**src/hw/rtl/pfx_pkg.sv**
```systemverilog
// ============================================================================
// pfx_pkg - shared constants for the prefix expression evaluator
// Holds data widths, character codes, status codes and the default stack
// depth used by the evaluator and its divider.
// ============================================================================
package pfx_pkg;

    localparam int DATA_W          = 32;
    localparam int SYM_W           = 8;
    localparam int STATUS_W        = 2;
    localparam int STACK_DEPTH_DEF = 128;

    localparam logic [SYM_W-1:0] SYM_ZERO  = 8'h30;  // '0'
    localparam logic [SYM_W-1:0] SYM_NINE  = 8'h39;  // '9'
    localparam logic [SYM_W-1:0] SYM_PLUS  = 8'h2B;  // '+'
    localparam logic [SYM_W-1:0] SYM_MINUS = 8'h2D;  // '-'
    localparam logic [SYM_W-1:0] SYM_TIMES = 8'h2A;  // '*'
    localparam logic [SYM_W-1:0] SYM_SLASH = 8'h2F;  // '/'

    localparam logic [STATUS_W-1:0] STATUS_OK         = 2'd0;
    localparam logic [STATUS_W-1:0] STATUS_DIV_ZERO   = 2'd1;
    localparam logic [STATUS_W-1:0] STATUS_BAD_SYMBOL = 2'd2;

    typedef enum logic [1:0] {
        OP_ADD = 2'd0,
        OP_SUB = 2'd1,
        OP_MUL = 2'd2,
        OP_DIV = 2'd3
    } op_t;

endpackage

```
**src/hw/rtl/pfx_divider.sv**
```systemverilog
// ============================================================================
// pfx_divider - iterative signed divider
// Restoring division on magnitudes, one quotient bit per cycle, followed by
// a sign fix step. Truncates toward zero and wraps on overflow.
// ============================================================================
module pfx_divider (
    input  logic                       aclk,
    input  logic                       aresetn,
    input  logic                       start,
    input  logic [pfx_pkg::DATA_W-1:0] dividend,
    input  logic [pfx_pkg::DATA_W-1:0] divisor,
    output logic                       done,
    output logic [pfx_pkg::DATA_W-1:0] quotient
);
    import pfx_pkg::*;

    localparam int STEP_W = $clog2(DATA_W);
    localparam logic [STEP_W-1:0] STEP_LAST = STEP_W'(DATA_W - 1);

    logic              busy_reg, fix_reg, done_reg, neg_reg;
    logic [STEP_W-1:0] step_reg;
    logic [DATA_W-1:0] rem_reg, quo_reg, den_reg, quotient_reg;

    logic [DATA_W:0]   shifted, diff;
    logic              ge;

    assign shifted = {rem_reg, quo_reg[DATA_W-1]};
    assign diff    = shifted - {1'b0, den_reg};
    assign ge      = (shifted >= {1'b0, den_reg});

    always_ff @(posedge aclk) begin
        if (!aresetn) begin
            busy_reg <= 1'b0;
            fix_reg  <= 1'b0;
            done_reg <= 1'b0;
            step_reg <= '0;
        end else begin
            // The done pulse follows the sign fix cycle.
            done_reg <= fix_reg && !busy_reg && !start;
            if (start) begin
                busy_reg <= 1'b1;
                step_reg <= '0;
            end else if (busy_reg) begin
                step_reg <= step_reg + 1'b1;
                if (step_reg == STEP_LAST) begin
                    busy_reg <= 1'b0;
                    fix_reg  <= 1'b1;
                end
            end else if (fix_reg) begin
                fix_reg  <= 1'b0;
            end
        end
    end

    always_ff @(posedge aclk) begin
        if (start) begin
            quo_reg <= dividend[DATA_W-1] ? (~dividend + 1'b1) : dividend;
            den_reg <= divisor[DATA_W-1]  ? (~divisor + 1'b1)  : divisor;
            rem_reg <= '0;
            neg_reg <= dividend[DATA_W-1] ^ divisor[DATA_W-1];
        end else if (busy_reg) begin
            rem_reg <= ge ? diff[DATA_W-1:0] : shifted[DATA_W-1:0];
            quo_reg <= {quo_reg[DATA_W-2:0], ge};
        end else if (fix_reg) begin
            quotient_reg <= neg_reg ? (~quo_reg + 1'b1) : quo_reg;
        end
    end

    assign done     = done_reg;
    assign quotient = quotient_reg;

endmodule

```
**config.mk**
```make
export PLATFORM = sky130hd
export DESIGN_NAME = pfx_divider
export DESIGN_NICKNAME = d
export VERILOG_FILES = /design/src/hw/rtl/pfx_pkg.sv /design/src/hw/rtl/pfx_divider.sv
export SDC_FILE = /design/constraint.sdc
export NUM_CORES = 1
export LEC_CHECK = 0
export BUFFER_PORTS_ARGS = -buffer_cell sky130_fd_sc_hd__buf_2
export CORE_ASPECT_RATIO = 1.1
export CORE_MARGIN = 1
export CORE_UTILIZATION = 24
export DETAILED_ROUTE_END_ITERATION = 8
export GPL_TIMING_DRIVEN = 0
export PLACE_DENSITY = 0.53
export SYNTH_ARGS = -nofsm -noshare
export SYNTH_HDL_FRONTEND = slang
export SYNTH_SLANG_ARGS = --single-unit
```
**constraint.sdc**
```tcl
create_clock -name aclk -period 2.78 [get_ports aclk]
set_input_delay 0.139 -clock aclk [delete_from_list [all_inputs] [get_ports aclk]]
set_output_delay 0.139 -clock aclk [all_outputs]
set_load 0.01 [all_outputs]
```
==> summary.md <==
| Metric | Value |
|---|---|
| Post-DR vias/cell | `4.633` |
| Cells after Synth | `908` |
| First-pass GRT wire length | `36960 µm` |
| Post-detail-place hpwl | `about 17000 µm` |
| R2r setup slk | `-0.22 ns` |
| Layout fillers | `3648` |
| Boundary pin count | `100` |
| Async S/R FF share, synth | `0` |
| Synthesis-to-finish area growth | `30.12%` |
| Leak | `4.173 nW` |
| Synth cell types | `60` |
| Core Region | `35220 µm²` |
| Initial antenna violation count | `0` |
| Layout cell share with drive strength beyond 1 | `0.2507` |
| Setup Slack @ Placement | `-0.6027 ns` |
| Initial Util | `0.2441` |
| Synthesized area | `8599 µm²` |
| Worst Path Arrival | `about 3.2 ns` |
| CTS tree | `done` |
| Root Buffer | `clkbuf_16` |
| Seq/Total Area, Yosys | `0.4318` |
| Failing checks | `negative setup slack` |
| Most frequent cells in the layout | `99 x buf_2, 97 x edfxtp_1, 76 x nand2_1, 74 x nor2_1, 66 x xnor2_1` |
| Critical Path RT | `around 3 ns` |
| Status | `finished, violations left` |
| Die W | `182.5 µm` |
| Pre-antenna DRT Iters | `5` |
| DRT Wirelength | `roughly 23000 µm` |
| Post-synth EDFFs | `97` |
| GPL Wtd Cong | `0.8804` |
| Worst setup path end | `quotient[29]` |
| Fin Setup TNS | `-0.8693 ns` |
| Hold_ws | `0.009241 ns` |
| Number of global-route vias before repair | `about 7100` |
| Net count, final | `around 1200` |
| CP Class | `reg2reg` |
| Site row count | `72` |
| Worst skew pair latency | `0.44 ns` |
| Maximum root-to-sink buffer count | `2` |
| Die height | `200.5 µm` |
| Fin. Hold Viols | `0` |
| DRC viols | `0` |
| Grt total ovfl | `0` |
| IR drop worst, VDD | `0.0004442 V` |
| Crit path launch type | `flip-flop` |
| Clock Skews | `about 0.018 ns` |
| Fmax | `between 300 and 400 MHz` |
| Diode count | `0` |
| Reg2Reg Depth | `8` |
| Reg-to-reg critical path startpoint | `quo_reg[6]` |
| CP Launch Point | `quo_reg[6]` |
| Max_cap viols | `0` |
| Die area | `36590 µm²` |
| Critical path peak fanout | `4` |
| Vias | `between 7000 and 8000` |
| DR iter-0 viols | `roughly 390` |
| Final WS setup | `-0.2245 ns` |
| Fin util | `0.3177` |
| Top_reg_cell synth | `edfxtp_1` |
| Post-route ant nets | `0` |
| Clk sinks | `137` |
| Slew headroom | `0.3987` |
| Hold Path Class | `in2reg` |
| Reg-to-reg endpoint | `quotient[29]` |
| Synthesized flop and latch total | `137` |
| Fin. max-slew vios | `0` |
| CTS HTree Levels | `4` |
| Worst-path clk slew | `around 0.06 ns` |
| Synth Net Count | `1013` |
| CTS Buf Count | `17` |
| Final setup viols | `5` |
| PortBufs | `99` |
| Yosys warns | `0` |
| Final Critical Period | `3.004 ns` |
| Unrepaired setup endpoints after global routing | `true` |
| Total GRT Usage | `0.1283` |
| Most common cell after layout, fill and taps aside | `buf_2` |
| Worst setup EP type | `flip-flop` |
| Worst Tran Pin Value | `0.8943 ns` |
| Final period utilization | `1.081` |
| Pwr per Cell Area | `588.7 nW/µm²` |
| Routed len/inst | `15.06 µm` |
| Syn_area_per_cell | `between 9 and 10 µm²` |
| Largest net degree at the start of global routing | `35` |
-- cell type report --
class                   count  area (µm²)  area share
plain buffers              34       183.9     0.01644
clock buffers              18       429.2     0.03835
clock inverters            14       146.4     0.01308
inverters                  54       202.7     0.01811
multi-input cells         679        5085      0.4544
flip-flops and latches    137        3714      0.3319
well taps                 481       601.8     0.05378
repair buffers            133       827.0     0.07391
-- routing by layer --
layer	up-vias	part of all wire	GRT usage
met1	3389	0.47	0.1687
met4	0	0.016	0.04112
met2	176	0.47	0.2105
met5	-	0	0
met3	32	0.043	0.02467
li1	3584	-	-
-- power by group --
group,total (W),switching [W],leakage [nW],internal [W]
Clock,0.00226,0.000939,0.277,0.00132
Combinational,0.00179,0.000958,2.64,0.000827
Sequential,0.00254,0.000145,1.25,0.00240
Total,0.00659,0.00204,4.17,0.00454
-- cells by family after synthesis --
group	Yosys count	share of synthesized area
buf+inv	92	0.04045
mux	21	0.02517
simple gates	263	0.1500
flops	137	0.4318
xor+xnor	120	0.1222
compound gates	237	0.1742
fa+ha+maj	38	0.05616
-- synthesized netlist by cell type, drive strengths merged, types with 19 or more instances --
| master | n | share of area |
|---|---|---|
| clkbuf | 33 | 0.014 |
| o21ai | 59 | 0.034 |
| o31ai | 27 | 0.025 |
| xnor2 | 66 | 0.067 |
| nor2 | 77 | 0.034 |
| a211oi | 19 | 0.017 |
| ha | 37 | 0.054 |
| edfxtp | 97 | 0.34 |
| a21oi | 72 | 0.042 |
| inv | 54 | 0.024 |
| dfxtp | 40 | 0.093 |
| xor2 | 54 | 0.055 |
| nand2 | 78 | 0.034 |
-- worst min-delay path by stage --
stage | start | end | slack, ns | depth (start not counted)
CTS | divisor[11] | den_reg[11] | 0.006 | 2
floorplan | divisor[0] | den_reg[0] | 0.24 | 0
global route | divisor[5] | den_reg[5] | 0.02 | 2
finish | divisor[11] | den_reg[11] | 0.009 | 2
global placement | divisor[0] | den_reg[0] | 0.43 | 1
detailed placement | divisor[0] | den_reg[0] | 0.42 | 1
-- critical path: stages (launching register included) --
cell and delay (ns):
edfxtp_1 0.39, or4_4 0.55, or3_4 0.36, or4_4 0.47, nor2_4 0.16, nand3_2 0.10
or3_4 0.43, o31ai_4 0.19, xnor2_1 0.10
-- what timing repair did --
item	in CTS	in global routing
endpoints found under the hold margin	3	0
endpoints found under the setup margin	73	43
gates resized for setup	66	65
setup buffers	21	9
pin swaps	13	42
gates cloned	1	1
hold buffers	2	0
-- per-stage QoR --
stage	area, µm²	power [W]	instances
after floorplan	8640	0.003544	908
after global placement	9737	0.003953	1488
after detailed placement	9737	0.003964	1488
after CTS	10880	0.006477	1540
after global routing	11190	0.006910	1550
final	11190	0.006587	1550
Power figures use the tool's default switching activity.
